File: src/sv/scgc_pkg.sv
package scgc_pkg;

   localparam int unsigned MAX_DEGREE_DEFAULT = 32;

   localparam int unsigned POLY_W     = 32;
   localparam int unsigned DEG_W      = 6;
   localparam int unsigned CSR_IDX_W  = 2;
   localparam int unsigned CSR_DATA_W = 32;

   localparam logic [POLY_W-1:0] POLY_RESET = 32'h04C1_1DB7;
   localparam logic [DEG_W-1:0]  DEG_RESET  = 6'd32;

   typedef enum logic {
      MODE_GENERATE = 1'b0,
      MODE_CHECK    = 1'b1
   } mode_type;

   typedef enum logic [CSR_IDX_W-1:0] {
      CSR_POLY   = 2'd0,
      CSR_DEGREE = 2'd1,
      CSR_MODE   = 2'd2
   } csr_index_type;

   typedef struct packed {
      logic data_bit;
      logic last_in;
   } req_type;

   typedef struct packed {
      logic crc_bit;
      logic error;
      logic last_out;
   } rsp_type;

endpackage

File: src/sv/scgc_front.sv
module scgc_front #(
   parameter int unsigned MAX_DEGREE = scgc_pkg::MAX_DEGREE_DEFAULT,
   localparam int unsigned DW = $clog2(MAX_DEGREE + 1),
   localparam int unsigned JW = MAX_DEGREE + DW + 1
) (
   input  logic                             clock,
   input  logic                             reset,
   input  logic                             csr_we,
   input  logic [scgc_pkg::CSR_IDX_W-1:0]   csr_index,
   input  logic [scgc_pkg::CSR_DATA_W-1:0]  csr_wdata,
   input  logic                             req_valid,
   output logic                             req_stall,
   input  scgc_pkg::req_type                req_data,
   output logic                             push_valid,
   input  logic                             push_ready,
   output logic [JW-1:0]                    push_data
);
   import scgc_pkg::*;

   localparam int unsigned IW = (MAX_DEGREE > 1) ? $clog2(MAX_DEGREE) : 1;
   localparam logic [6:0]  MAX_DEG7 = 7'(MAX_DEGREE);

   logic [POLY_W-1:0]     poly_ff, poly_in;
   logic [DEG_W-1:0]      deg_ff, deg_in;
   mode_type              mode_ff, mode_in;
   logic [MAX_DEGREE-1:0] rem_ff, rem_in;

   logic [DW-1:0]         eff_deg;
   logic [IW-1:0]         top_idx;
   logic [MAX_DEGREE-1:0] mask;
   logic [MAX_DEGREE-1:0] poly_ext;
   logic [MAX_DEGREE-1:0] poly_m;
   logic [MAX_DEGREE-1:0] rem_m;
   logic [MAX_DEGREE-1:0] rem_next;
   logic                  top_bit;
   logic                  accept;

   always_comb begin
      poly_in = poly_ff;
      deg_in  = deg_ff;
      mode_in = mode_ff;
      if (csr_we) begin
         case (csr_index)
            CSR_POLY: begin
               poly_in = csr_wdata[POLY_W-1:0];
            end
            CSR_DEGREE: begin
               deg_in = csr_wdata[DEG_W-1:0];
            end
            CSR_MODE: begin
               mode_in = mode_type'(csr_wdata[0]);
            end
            default: begin
            end
         endcase
      end
   end

   always_comb begin
      if (deg_ff == '0) begin
         eff_deg = DW'(1);
      end else if ({1'b0, deg_ff} > MAX_DEG7) begin
         eff_deg = DW'(MAX_DEGREE);
      end else begin
         eff_deg = DW'(deg_ff);
      end
   end

   assign top_idx = IW'(eff_deg - DW'(1));

   always_comb begin
      for (int i = 0; i < MAX_DEGREE; i++) begin
         mask[i] = (i < int'(eff_deg));
      end
   end

   generate
      if (MAX_DEGREE > POLY_W) begin : g_poly_wide
         assign poly_ext = {{(MAX_DEGREE - POLY_W){1'b0}}, poly_ff};
      end else if (MAX_DEGREE == POLY_W) begin : g_poly_same
         assign poly_ext = poly_ff;
      end else begin : g_poly_narrow
         assign poly_ext = poly_ff[MAX_DEGREE-1:0];
      end
   endgenerate

   assign poly_m  = poly_ext & mask;
   assign rem_m   = rem_ff & mask;
   assign top_bit = rem_m[top_idx];

   always_comb begin
      if (mode_ff == MODE_CHECK) begin
         rem_next = (((rem_m << 1) | MAX_DEGREE'(req_data.data_bit)) & mask)
                    ^ (top_bit ? poly_m : '0);
      end else begin
         rem_next = ((rem_m << 1) & mask)
                    ^ ((top_bit ^ req_data.data_bit) ? poly_m : '0);
      end
   end

   assign req_stall = !push_ready;
   assign accept    = req_valid && !req_stall;

   always_comb begin
      rem_in = rem_ff;
      if (accept) begin
         rem_in = req_data.last_in ? '0 : rem_next;
      end
   end

   assign push_valid = accept && req_data.last_in;
   assign push_data  = {mode_ff, eff_deg, rem_next};

   always_ff @(posedge clock) begin
      if (reset) begin
         poly_ff <= POLY_RESET;
         deg_ff  <= DEG_RESET;
         mode_ff <= MODE_GENERATE;
         rem_ff  <= '0;
      end else begin
         poly_ff <= poly_in;
         deg_ff  <= deg_in;
         mode_ff <= mode_in;
         rem_ff  <= rem_in;
      end
   end

`ifndef ASSERT_OFF
   a_rem_clears: assert property (@(posedge clock) disable iff (reset)
      accept && req_data.last_in |=> rem_ff == '0)
      else $error("remainder not cleared after final item");
`endif

endmodule

File: src/sv/scgc_queue.sv
module scgc_queue #(
   parameter int unsigned WIDTH = 1
) (
   input  logic             clock,
   input  logic             reset,
   input  logic             push_valid,
   output logic             push_ready,
   input  logic [WIDTH-1:0] push_data,
   output logic             pop_valid,
   input  logic             pop_ready,
   output logic [WIDTH-1:0] pop_data
);

   localparam int unsigned DEPTH = 2;
   localparam int unsigned PW    = $clog2(DEPTH);
   localparam int unsigned CW    = $clog2(DEPTH + 1);

   logic [WIDTH-1:0] mem [DEPTH];
   logic [PW-1:0]    wr_ptr_ff, wr_ptr_in;
   logic [PW-1:0]    rd_ptr_ff, rd_ptr_in;
   logic [CW-1:0]    count_ff, count_in;
   logic             push;
   logic             pop;

   assign push_ready = (count_ff != CW'(DEPTH));
   assign pop_valid  = (count_ff != '0);
   assign pop_data   = mem[rd_ptr_ff];

   assign push = push_valid && push_ready;
   assign pop  = pop_valid && pop_ready;

   always_comb begin
      wr_ptr_in = push ? wr_ptr_ff + PW'(1) : wr_ptr_ff;
      rd_ptr_in = pop  ? rd_ptr_ff + PW'(1) : rd_ptr_ff;
      count_in  = count_ff;
      if (push && !pop) begin
         count_in = count_ff + CW'(1);
      end else if (pop && !push) begin
         count_in = count_ff - CW'(1);
      end
   end

   always_ff @(posedge clock) begin
      if (push) begin
         mem[wr_ptr_ff] <= push_data;
      end
   end

   always_ff @(posedge clock) begin
      if (reset) begin
         wr_ptr_ff <= '0;
         rd_ptr_ff <= '0;
         count_ff  <= '0;
      end else begin
         wr_ptr_ff <= wr_ptr_in;
         rd_ptr_ff <= rd_ptr_in;
         count_ff  <= count_in;
      end
   end

`ifndef ASSERT_OFF
   a_no_overflow: assert property (@(posedge clock) disable iff (reset)
      push_valid |-> push_ready)
      else $error("item pushed into full queue");
`endif

`ifndef ASSERT_OFF
   a_count_bound: assert property (@(posedge clock) disable iff (reset)
      count_ff <= CW'(DEPTH))
      else $error("queue count out of range");
`endif

endmodule

File: src/sv/scgc_back.sv
module scgc_back #(
   parameter int unsigned MAX_DEGREE = scgc_pkg::MAX_DEGREE_DEFAULT,
   localparam int unsigned DW = $clog2(MAX_DEGREE + 1),
   localparam int unsigned JW = MAX_DEGREE + DW + 1
) (
   input  logic              clock,
   input  logic              reset,
   input  logic              pop_valid,
   output logic              pop_ready,
   input  logic [JW-1:0]     pop_data,
   output logic              rsp_valid,
   input  logic              rsp_stall,
   output scgc_pkg::rsp_type rsp_data
);
   import scgc_pkg::*;

   localparam int unsigned IW = (MAX_DEGREE > 1) ? $clog2(MAX_DEGREE) : 1;

   logic                  busy_ff, busy_in;
   mode_type              mode_ff, mode_in;
   logic [DW-1:0]         cnt_ff, cnt_in;
   logic [MAX_DEGREE-1:0] sh_ff, sh_in;
   logic                  rsp_valid_ff, rsp_valid_in;
   rsp_type               rsp_ff, rsp_in;

   logic                  emit;
   logic [IW-1:0]         bit_idx;

   assign pop_ready = !busy_ff;
   assign emit      = busy_ff && (!rsp_valid_ff || !rsp_stall);
   assign bit_idx   = IW'(cnt_ff - DW'(1));

   always_comb begin
      busy_in      = busy_ff;
      mode_in      = mode_ff;
      cnt_in       = cnt_ff;
      sh_in        = sh_ff;
      rsp_valid_in = rsp_valid_ff;
      rsp_in       = rsp_ff;
      if (pop_valid && !busy_ff) begin
         busy_in = 1'b1;
         mode_in = mode_type'(pop_data[JW-1]);
         cnt_in  = pop_data[JW-2:MAX_DEGREE];
         sh_in   = pop_data[MAX_DEGREE-1:0];
      end
      if (emit) begin
         rsp_valid_in = 1'b1;
         if (mode_ff == MODE_CHECK) begin
            rsp_in.crc_bit  = 1'b0;
            rsp_in.error    = |sh_ff;
            rsp_in.last_out = 1'b1;
            busy_in         = 1'b0;
         end else begin
            rsp_in.crc_bit  = sh_ff[bit_idx];
            rsp_in.error    = 1'b0;
            rsp_in.last_out = (cnt_ff == DW'(1));
            cnt_in          = cnt_ff - DW'(1);
            busy_in         = (cnt_ff != DW'(1));
         end
      end else if (rsp_valid_ff && !rsp_stall) begin
         rsp_valid_in = 1'b0;
      end
   end

   always_ff @(posedge clock) begin
      if (reset) begin
         busy_ff      <= 1'b0;
         rsp_valid_ff <= 1'b0;
      end else begin
         busy_ff      <= busy_in;
         rsp_valid_ff <= rsp_valid_in;
      end
   end

   always_ff @(posedge clock) begin
      mode_ff <= mode_in;
      cnt_ff  <= cnt_in;
      sh_ff   <= sh_in;
      rsp_ff  <= rsp_in;
   end

   assign rsp_valid = rsp_valid_ff;
   assign rsp_data  = rsp_ff;

`ifndef ASSERT_OFF
   a_error_is_last: assert property (@(posedge clock) disable iff (reset)
      rsp_valid_ff && rsp_ff.error |-> rsp_ff.last_out)
      else $error("error flag on item that is not final");
`endif

`ifndef ASSERT_OFF
   a_done_after_last: assert property (@(posedge clock) disable iff (reset)
      emit && mode_ff == MODE_GENERATE && cnt_ff == DW'(1) |=> !busy_ff)
      else $error("serialiser still busy after final bit");
`endif

`ifndef ASSERT_OFF
   a_hold_on_stall: assert property (@(posedge clock) disable iff (reset)
      busy_ff && rsp_valid_ff && rsp_stall |=> $stable(cnt_ff))
      else $error("bit count advanced while output stalled");
`endif

endmodule

File: src/sv/serial_crc_generate_check.sv
// Bit-serial CRC generator and checker with a programmable polynomial (implicit leading one,
// no initial value, reflection or final xor). The input side takes one message bit per cycle,
// most significant first, and updates the remainder in a single xor level; it stalls only when
// the two-entry job queue is full. A final bit pushes the remainder, degree and mode into the
// queue and clears the remainder, so the next message may start in the following cycle.
// The output side pops one job, loads it into its shift register, then emits one item per
// cycle while the output is not stalled: degree remainder bits in generate mode, a single
// error flag in check mode; the next job is popped only after the last item, so the
// serialiser bounds the sustained message rate. Write configuration only while idle.
module serial_crc_generate_check #(
   parameter int unsigned MAX_DEGREE = scgc_pkg::MAX_DEGREE_DEFAULT
) (
   input  logic                             clock,
   input  logic                             reset,
   input  logic                             csr_we,
   input  logic [scgc_pkg::CSR_IDX_W-1:0]   csr_index,
   input  logic [scgc_pkg::CSR_DATA_W-1:0]  csr_wdata,
   input  logic                             req_valid,
   output logic                             req_stall,
   input  scgc_pkg::req_type                req_data,
   output logic                             rsp_valid,
   input  logic                             rsp_stall,
   output scgc_pkg::rsp_type                rsp_data
);
   import scgc_pkg::*;

   localparam int unsigned DW = $clog2(MAX_DEGREE + 1);
   localparam int unsigned JW = MAX_DEGREE + DW + 1;

   logic          push_valid;
   logic          push_ready;
   logic [JW-1:0] push_data;
   logic          pop_valid;
   logic          pop_ready;
   logic [JW-1:0] pop_data;

   scgc_front #(
      .MAX_DEGREE (MAX_DEGREE)
   ) u_front (
      .clock      (clock),
      .reset      (reset),
      .csr_we     (csr_we),
      .csr_index  (csr_index),
      .csr_wdata  (csr_wdata),
      .req_valid  (req_valid),
      .req_stall  (req_stall),
      .req_data   (req_data),
      .push_valid (push_valid),
      .push_ready (push_ready),
      .push_data  (push_data)
   );

   scgc_queue #(
      .WIDTH (JW)
   ) u_queue (
      .clock      (clock),
      .reset      (reset),
      .push_valid (push_valid),
      .push_ready (push_ready),
      .push_data  (push_data),
      .pop_valid  (pop_valid),
      .pop_ready  (pop_ready),
      .pop_data   (pop_data)
   );

   scgc_back #(
      .MAX_DEGREE (MAX_DEGREE)
   ) u_back (
      .clock     (clock),
      .reset     (reset),
      .pop_valid (pop_valid),
      .pop_ready (pop_ready),
      .pop_data  (pop_data),
      .rsp_valid (rsp_valid),
      .rsp_stall (rsp_stall),
      .rsp_data  (rsp_data)
   );

endmodule
File: config.mk
export PLATFORM = sky130hd
export DESIGN_NAME = serial_crc_generate_check
export DESIGN_NICKNAME = d
export VERILOG_FILES = /design/src/sv/scgc_pkg.sv /design/src/sv/scgc_front.sv /design/src/sv/scgc_queue.sv /design/src/sv/scgc_back.sv /design/src/sv/serial_crc_generate_check.sv
export SDC_FILE = /design/constraint.sdc
export NUM_CORES = 1
export LEC_CHECK = 0
export ABC_AREA = 1
export BUFFER_PORTS_ARGS = -buffer_cell sky130_fd_sc_hd__buf_2
export CORE_UTILIZATION = 60
export DETAILED_ROUTE_END_ITERATION = 7
export GPL_ROUTABILITY_DRIVEN = 0
export PLACE_DENSITY = 0.78
export SETUP_SLACK_MARGIN = 0.02
export SLEW_MARGIN = 20
export SYNTH_ARGS = -nofsm -noshare
export SYNTH_HDL_FRONTEND = slang
export SYNTH_SLANG_ARGS = --single-unit
File: constraint.sdc
create_clock -name clock -period 3.4 [get_ports clock]
set_input_delay 0.17 -clock clock [delete_from_list [all_inputs] [get_ports clock]]
set_output_delay 0.17 -clock clock [all_outputs]
set_load 0.1 [all_outputs]
==> results.md, run 1 <==
- Status: complete, no violations
- Post-Syn Area: 10400 um2
- Final period utilization: 0.949
- Yosys reg bits: 198
- Final ANT Viol Nets: 0
- Syn_nets: about 1400
- Worst Path Arrival: 3.42 ns
- Synth Area in Compound Gates: 0.0889
- Area Growth Syn to Fin: 12.4%
- Share of post-route cells with drive strength above 1: 0.107
- CTS Buf Count: 17
- Count of buffer and inverter cells on the critical path: 2
- Top cells by area, synth: edfxtp_1, dfxtp_1, nand2_1, nand3_1, nor2_1
- Die height: 134 um
- Max frequency: just over 300 MHz
- Main combinational cell family by area after synthesis: simple AND/OR/NAND/NOR gates
- Fillers: 1319
- Most frequent CP cell: nand3_1
- Iteration-0 DRC count of the detailed router: 898
- All-Layer GR Usage: 0.292
- Port bufs: 45
- Die W: about 130 um
- CP Capture Type: register
- P_leak: 5.04 nW
- Post-route minimum period: approximately 3.2 ns
- HPWL after DPL: 17200 um
- Drt wl/cell: 15.9 um
- Slew HR: 0.410
- Min-Delay Path Class: in2reg
- Multiplexer area fraction after synthesis: 0.00289
- Async SR Flop Fraction: 0
- Placed Area: 10800 um2
- Critical path peak fanout: 8
- Worst slew pin tran: roughly 0.88 ns
- Grt ovf: 0
- Yosys cell types: 45
- Final Cell Area: 11700 um2
- Final TNS setup: 0 ns
- Clock Sinks: 198
- Adder-Cell Fraction of Synth Area: 0.00482
- Crit-path slowest cell: dfxtp_1
- Global-route wire length before repair: 40400 um
- Slew Limit Fails: 0
- CP delay by family, top: simple AND/OR/NAND/NOR gates
- Routed via count: between 8000 and 9000
- Synth Area in Simple Gates: 0.304
- # IOs: 46
- Slowest stage delay, CP: approximately 0.47 ns
- Register area share after synthesis: 0.492
- Largest net degree at the start of global routing: 43
- CTS Root Cell: clkbuf_16
- Row count: 47
- CTS tree: done
- Synth top area share: 0.330
- Initial Utilization: 0.619
- Die area: 17800 um2
- Synth Warn #: 0
- WP data required: 3.59 ns
- XOR/XNOR Fraction of Synth Area: 0.0312
- Power density over the cells: 667 nW/um2
- Hold Vio Cnt, Final: 0
- Synth cell count leaders: nand2_1, nand3_1, nor2_1, inv_1, edfxtp_1
- Syn_area_per_cell: 7.89 um2
- Worst skew pair latency: around 0.44 ns
- CP Class: reg2reg
- Clk pin slew, worst setup/hold paths: roughly 0.070 ns
- Via density: approximately 5.6
- # DRC: 0
- Core area: 16800 um2
- Footprint of the multi-input gates: about 4600 um2
- IR drop worst, VDD: between 0.4 and 0.5 mV
- H-tree Lvls: 4
- Final setup fails: 0
- Top FF cell, synth: edfxtp_1
- Cell taking the most area after synthesis: edfxtp_1
- Sequential Area: 5100 um2
- Synthesized instance count: 1316
- Antenna cells: 0
- Worst-path cell chain: inv_2 > nand3_2 > a21oi_2 > ha_1 > buf_4 > a21oi_2 > nor2_1 > nand2_1 > nand3_1 > nand3_1 > nand3_1 > nand3_2 > nand3_2 > nand2_2 > nand3_1 > nand2_1 > nand2_1 > and2_1
- Count leader, synth: nand2_1
- DRT Pass-1 Iters: 7
- Clock Path Buffers: 2
- Final critical-path setup slack: 0.173 ns
- Vias in the first global route: 8092
- Nets: around 1400
- Clock skew: 0.00823 ns
- # Max-Cap Violations: 0
- Startpoint type of the worst setup path: register
- Worst hold margin: between 0.01 and 0.015 ns
- EDFF count, synth: 114
- Routed WL: 25500 um
- Pre-CTS WS: 0.194 ns
- Antenna violations before repair: 0
## cell usage in the layout (no fill, tap or decap), drive strengths merged
cell / n
a41oi: 1
and2: 32
nand3b: 1
inv: 131
nor2: 123
or3: 1
dlygate4sd3: 21
nand2: 404
ha: 4
o32ai: 4
o21ai: 58
xnor2: 2
o221ai: 3
and3: 2
xor2: 35
bufinv: 2
a311oi: 1
edfxtp: 114
or4: 1
nand3: 141
nor3: 5
clkinv: 7
nor4: 5
clkbuf: 17
dfxtp: 84
mux2i: 3
nor3b: 1
buf: 68
clkinvlp: 3
a21oi: 72
o211ai: 16
a31oi: 4
o31ai: 4
nand4: 9
## layer usage
metal,vias to the layer above,track usage,share of wire
met5,-,0,0
met4,0,0.110,0.028
met3,61,0.0575,0.085
met2,420,0.461,0.46
met1,4089,0.399,0.43
li1,4427,-,-
## registers in the layout, summed over array words and instances, names as in the netlist, named ones only
register and cells:
u_queue.mem 78, u_back.sh_ff 32, u_front.poly_ext 32, u_front.rem_ff 32, u_back.cnt_ff 6, u_front.deg_ff 6, u_back.rsp_data 3, u_queue.count_ff 2
u_back.busy_ff 1, u_back.mode_ff 1, u_back.rsp_valid 1, u_front.mode_ff 1, u_queue.rd_ptr_ff 1, u_queue.wr_ptr_ff 1
## power by group
| part | total [mW] | switching (mW) | internal (mW) | leakage, nW |
|---|---|---|---|---|
| Sequential | 3.33 | 0.223 | 3.11 | 1.76 |
| Clock | 2.08 | 0.967 | 1.12 | 0.290 |
| Combinational | 2.37 | 1.65 | 0.712 | 3.00 |
## cell type report
cell class,instances,share of cell area
clock buffers,17,0.0365
clock inverters,15,0.0165
inverters,128,0.0414
multi-input cells,932,0.392
flip-flops and latches,198,0.438
well taps,220,0.0236
repair buffers,89,0.0525
## worst min-delay path, cell delays in order
cell and delay [ns]:
buf_2 0.07, o21ai_0 0.07, a21oi_1 0.11
## final timing paths
check             slack, ns                    to  depth (start not counted)               from
setup / recovery       0.17    u_queue.mem[1][20]                         18  u_front.deg_ff[4]
hold reg to reg        0.47     u_queue.rd_ptr_ff                          1  u_queue.rd_ptr_ff
setup reg to reg       0.17    u_queue.mem[1][20]                         18  u_front.deg_ff[4]
hold / removal         0.01  u_front.poly_ext[13]                          3      csr_wdata[13]
## cells by family (layout without fill, tap and decap cells)
| family | count (synthesis) | count (layout) |
|---|---|---|
| DFF | 198 | 198 |
| xor gates and xnor gates | 37 | 37 |
| muxes | 3 | 3 |
| and+or+nand+nor | 723 | 725 |
| AOI/OAI and AO/OA | 163 | 163 |
| adders and majority gates | 4 | 4 |
| buffers and inverters | 188 | 249 |
## metrics by stage
stage	cells	utilization	power, mW
after global routing	1599	0.696	8.20
after detailed placement	1542	0.642	5.65
after floorplan	1316	-	5.05
after CTS	1595	0.692	7.74
after global placement	1542	0.642	5.57
final	1599	0.696	7.78
## repair_timing
item                                   CTS  global route
buffers inserted                         0             2
setup endpoints to repair                0            86
hold buffers                            21             0
gates resized for setup                  0             6
endpoints found under the hold margin   22             0
Power figures use the tool's default switching activity.
==> run 2: changes to the inputs <==
CORE_ASPECT_RATIO = 0.6   (was not set)
CORE_MARGIN = 1.5   (was not set)
REMOVE_ABC_BUFFERS = 1   (was not set)
==> results.md, run 2 (synthesis results as in run 1) <==
- Status: complete, no violations (unchanged)
- Crit-path slowest cell: dfxtp_1 (unchanged)
- IR drop worst, VDD: 0.396 mV (was 0.431 mV)
- RSZ-0062 raised after global routing: false
- Worst setup endpoint: u_queue.mem[1][30] (was u_queue.mem[1][20])
- Most frequent cells in the layout: nand2_1, nand3_1, inv_1, nor2_1, edfxtp_1 (unchanged)
- Worst-path cell chain: nor2_2 > nand3_2 > a21oi_2 > ha_1 > inv_1 > nand3_1 > nand2_1 > nor2_1 > nand2_1 > nand3_1 > nand3_1 > nand3_1 > nand3_4 > nand2_8 > nand2_4 > nand2_4 > nand3_1 > nand2_1 > nand2_1 > and2_1 (was inv_2 > nand3_2 > a21oi_2 > ha_1 > buf_4 > a21oi_2 > nor2_1 > nand2_1 > nand3_1 > nand3_1 > nand3_1 > nand3_2 > nand3_2 > nand2_2 > nand3_1 > nand2_1 > nand2_1 > and2_1)
- Power density over the cells: 674 nW/um2 (was 667 nW/um2)
- WP depth: 20 (was 18)
- Post-route minimum period: 3.19 ns (was 3.23 ns)
- Routed WL: 27900 um (was 25500 um)
- FF-to-FF Start: u_front.deg_ff[2] (was u_front.deg_ff[4])
- Footprint of the multi-input gates: 4620 um2 (was 4570 um2)
- Largest net degree at the start of global routing: 43 (unchanged)
- H-tree Lvls: 4 (unchanged)
- Sequential Area: 5100 um2 (unchanged)
- DRT Pass-1 Iters: 6 (was 7)
- Die area: 18100 um2 (was 17800 um2)
- Worst slew pin tran: 1.06 ns (was 0.884 ns)
- CTS Buf Count: 17 (unchanged)
- Clock Path Buffers: 2 (unchanged)
- Worst reg-to-reg setup slack: 0.21 ns (was 0.17 ns)
- R2R cell count: 20 (was 18)
- Most frequent CP cell: nand3_1 (unchanged)
- Final ANT Viol Nets: 0 (unchanged)
- CP startpoint: u_front.deg_ff[2] (was u_front.deg_ff[4])
- Nets: 1410 (was 1411)
- Min-Delay Path Class: in2reg (unchanged)
- Hold Vio Cnt, Final: 0 (unchanged)
- Area Growth Syn to Fin: 12.8% (was 12.4%)
- # DRC: 0 (unchanged)
- Row count: 37 (was 47)
- Routed via count: 9325 (was 8997)
- Setup bufs post-CTS: 0 (unchanged)
- P_leak: 5.06 nW (was 5.04 nW)
- Antenna violations before repair: 0 (unchanged)
- CP delay by family, top: simple AND/OR/NAND/NOR gates (unchanged)
- # IOs: 46 (unchanged)
- Port bufs: 45 (unchanged)
- Global-route wire length before repair: 44100 um (was 40400 um)
- Clock Sinks: 198 (unchanged)
- Share of post-route cells with drive strength above 1: 0.107 (about the same)
- Iteration-0 DRC count of the detailed router: 1227 (was 898)
- WP data required: 3.60 ns (was 3.59 ns)
- Core area: 17000 um2 (was 16800 um2)
- CP Class: reg2reg (unchanged)
- Slew Limit Fails: 0 (unchanged)
- All-Layer GR Usage: 0.314 (was 0.292)
- RR Endpoint: u_queue.mem[1][30] (was u_queue.mem[1][20])
- Vias in the first global route: 8629 (was 8092)
- Startpoint type of the worst setup path: register (unchanged)
- Slowest stage delay, CP: 0.38 ns (was 0.47 ns)
- Fillers: 1356 (was 1319)
- CTS Root Cell: clkbuf_16 (unchanged)
- Fin util: 0.688 (was 0.696)
- Slew HR: 0.291 (was 0.410)
- Count of buffer and inverter cells on the critical path: 1 (was 2)
- Worst skew pair latency: 0.45 ns (was 0.44 ns)
- Via density: 5.78 (was 5.63)
- HPWL after DPL: 18300 um (was 17200 um)
- Initial Utilization: 0.609 (was 0.619)
- Worst hold margin: 0.0106 ns (was 0.0130 ns)
- Max frequency: 313 MHz (was 310 MHz)
- CTS tree: done (unchanged)
- Worst Path Arrival: 3.39 ns (was 3.42 ns)
- # Max-Cap Violations: 0 (unchanged)
- Final period utilization: 0.940 (was 0.949)
- Clk pin slew, worst setup/hold paths: 0.08 ns (was 0.07 ns)
- Die height: 105 um (was 134 um)
- Most common cell after layout, fill and taps aside: nand2_1 (unchanged)
- Critical path peak fanout: 8 (unchanged)
- Reg with most FFs: u_queue.mem (unchanged)
- Grt ovf: 0 (unchanged)
- Final setup fails: 0 (unchanged)
- Antenna cells: 0 (unchanged)
- Die W: 173 um (was 134 um)
- Clock skew: 0.0113 ns (was 0.00823 ns)
- CP Capture Type: register (unchanged)
- Max FFs per register: 78 (unchanged)
- Drt wl/cell: 17.3 um (was 15.9 um)
run 2: layout make-up:
type / instances / area share
flip-flops and latches: 198 / 0.436
well taps: 234 / 0.0250
clock inverters: 13 / 0.0137
clock buffers: 19 / 0.0378
inverters: 128 / 0.0412
repair buffers: 87 / 0.0518
multi-input cells: 933 / 0.395
run 2: worst min path at each step:
stage / startpoint / to / slack (ns) / cells after the start
final: csr_wdata[9] / u_front.poly_ext[9] / 0.01 / 3
after global routing: csr_wdata[28] / u_front.poly_ext[28] / 0.01 / 3
after CTS: csr_wdata[28] / u_front.poly_ext[28] / 0.005 / 3
after detailed placement: csr_wdata[26] / u_front.poly_ext[26] / 0.39 / 3
after global placement: csr_wdata[12] / u_front.poly_ext[12] / 0.39 / 3
after floorplan: reset / u_back.busy_ff / 0.24 / 1
run 2: worst reg2reg max path: cells and delay by family, from the launching register on:
| kind | cells | cell delay [ns] |
|---|---|---|
| buf+inv | 1 | 0.07 |
| flops | 1 | 0.38 |
| simple gates | 17 | 2.16 |
| fa+ha+maj | 1 | 0.18 |
| compound gates | 1 | 0.17 |
run 2: per-layer routing:
metal / up-vias / share of wire / global-route usage / wire length [um]
met2: 541 / 0.43 / 0.480 / 12000
met1: 4277 / 0.43 / 0.441 / 11900
li1: 4423 / - / - / -
met5: - / 0 / 0 / 0
met3: 84 / 0.12 / 0.0691 / 3220
met4: 0 / 0.027 / 0.114 / 747
run 2: metrics by stage:
stage	setup slack [ns]	power [mW]	cell area (um2)	TNS [ns]	instances
floorplan	-0.717	4.95	10100	-2.12	1256
global placement	0.307	5.65	10800	0	1558
detailed placement	0.196	5.73	10800	0	1558
CTS	0.143	7.81	11600	0	1609
global route	0.0264	8.32	11700	0	1612
finish	0.205	7.89	11700	0	1612
run 2: power by group:
| group | leakage [nW] | total (mW) | switching, mW | internal (mW) |
|---|---|---|---|---|
| Sequential | 1.76 | 3.33 | 0.220 | 3.11 |
| Clock | 0.296 | 2.08 | 1.00 | 1.08 |
| Combinational | 3.01 | 2.49 | 1.76 | 0.727 |
run 2: timing repair:
action | CTS | global route
gates resized for setup | 0 | 15
endpoints found under the hold margin | 20 | 0
endpoints found under the setup margin | 0 | 90
hold buffers | 19 | 0
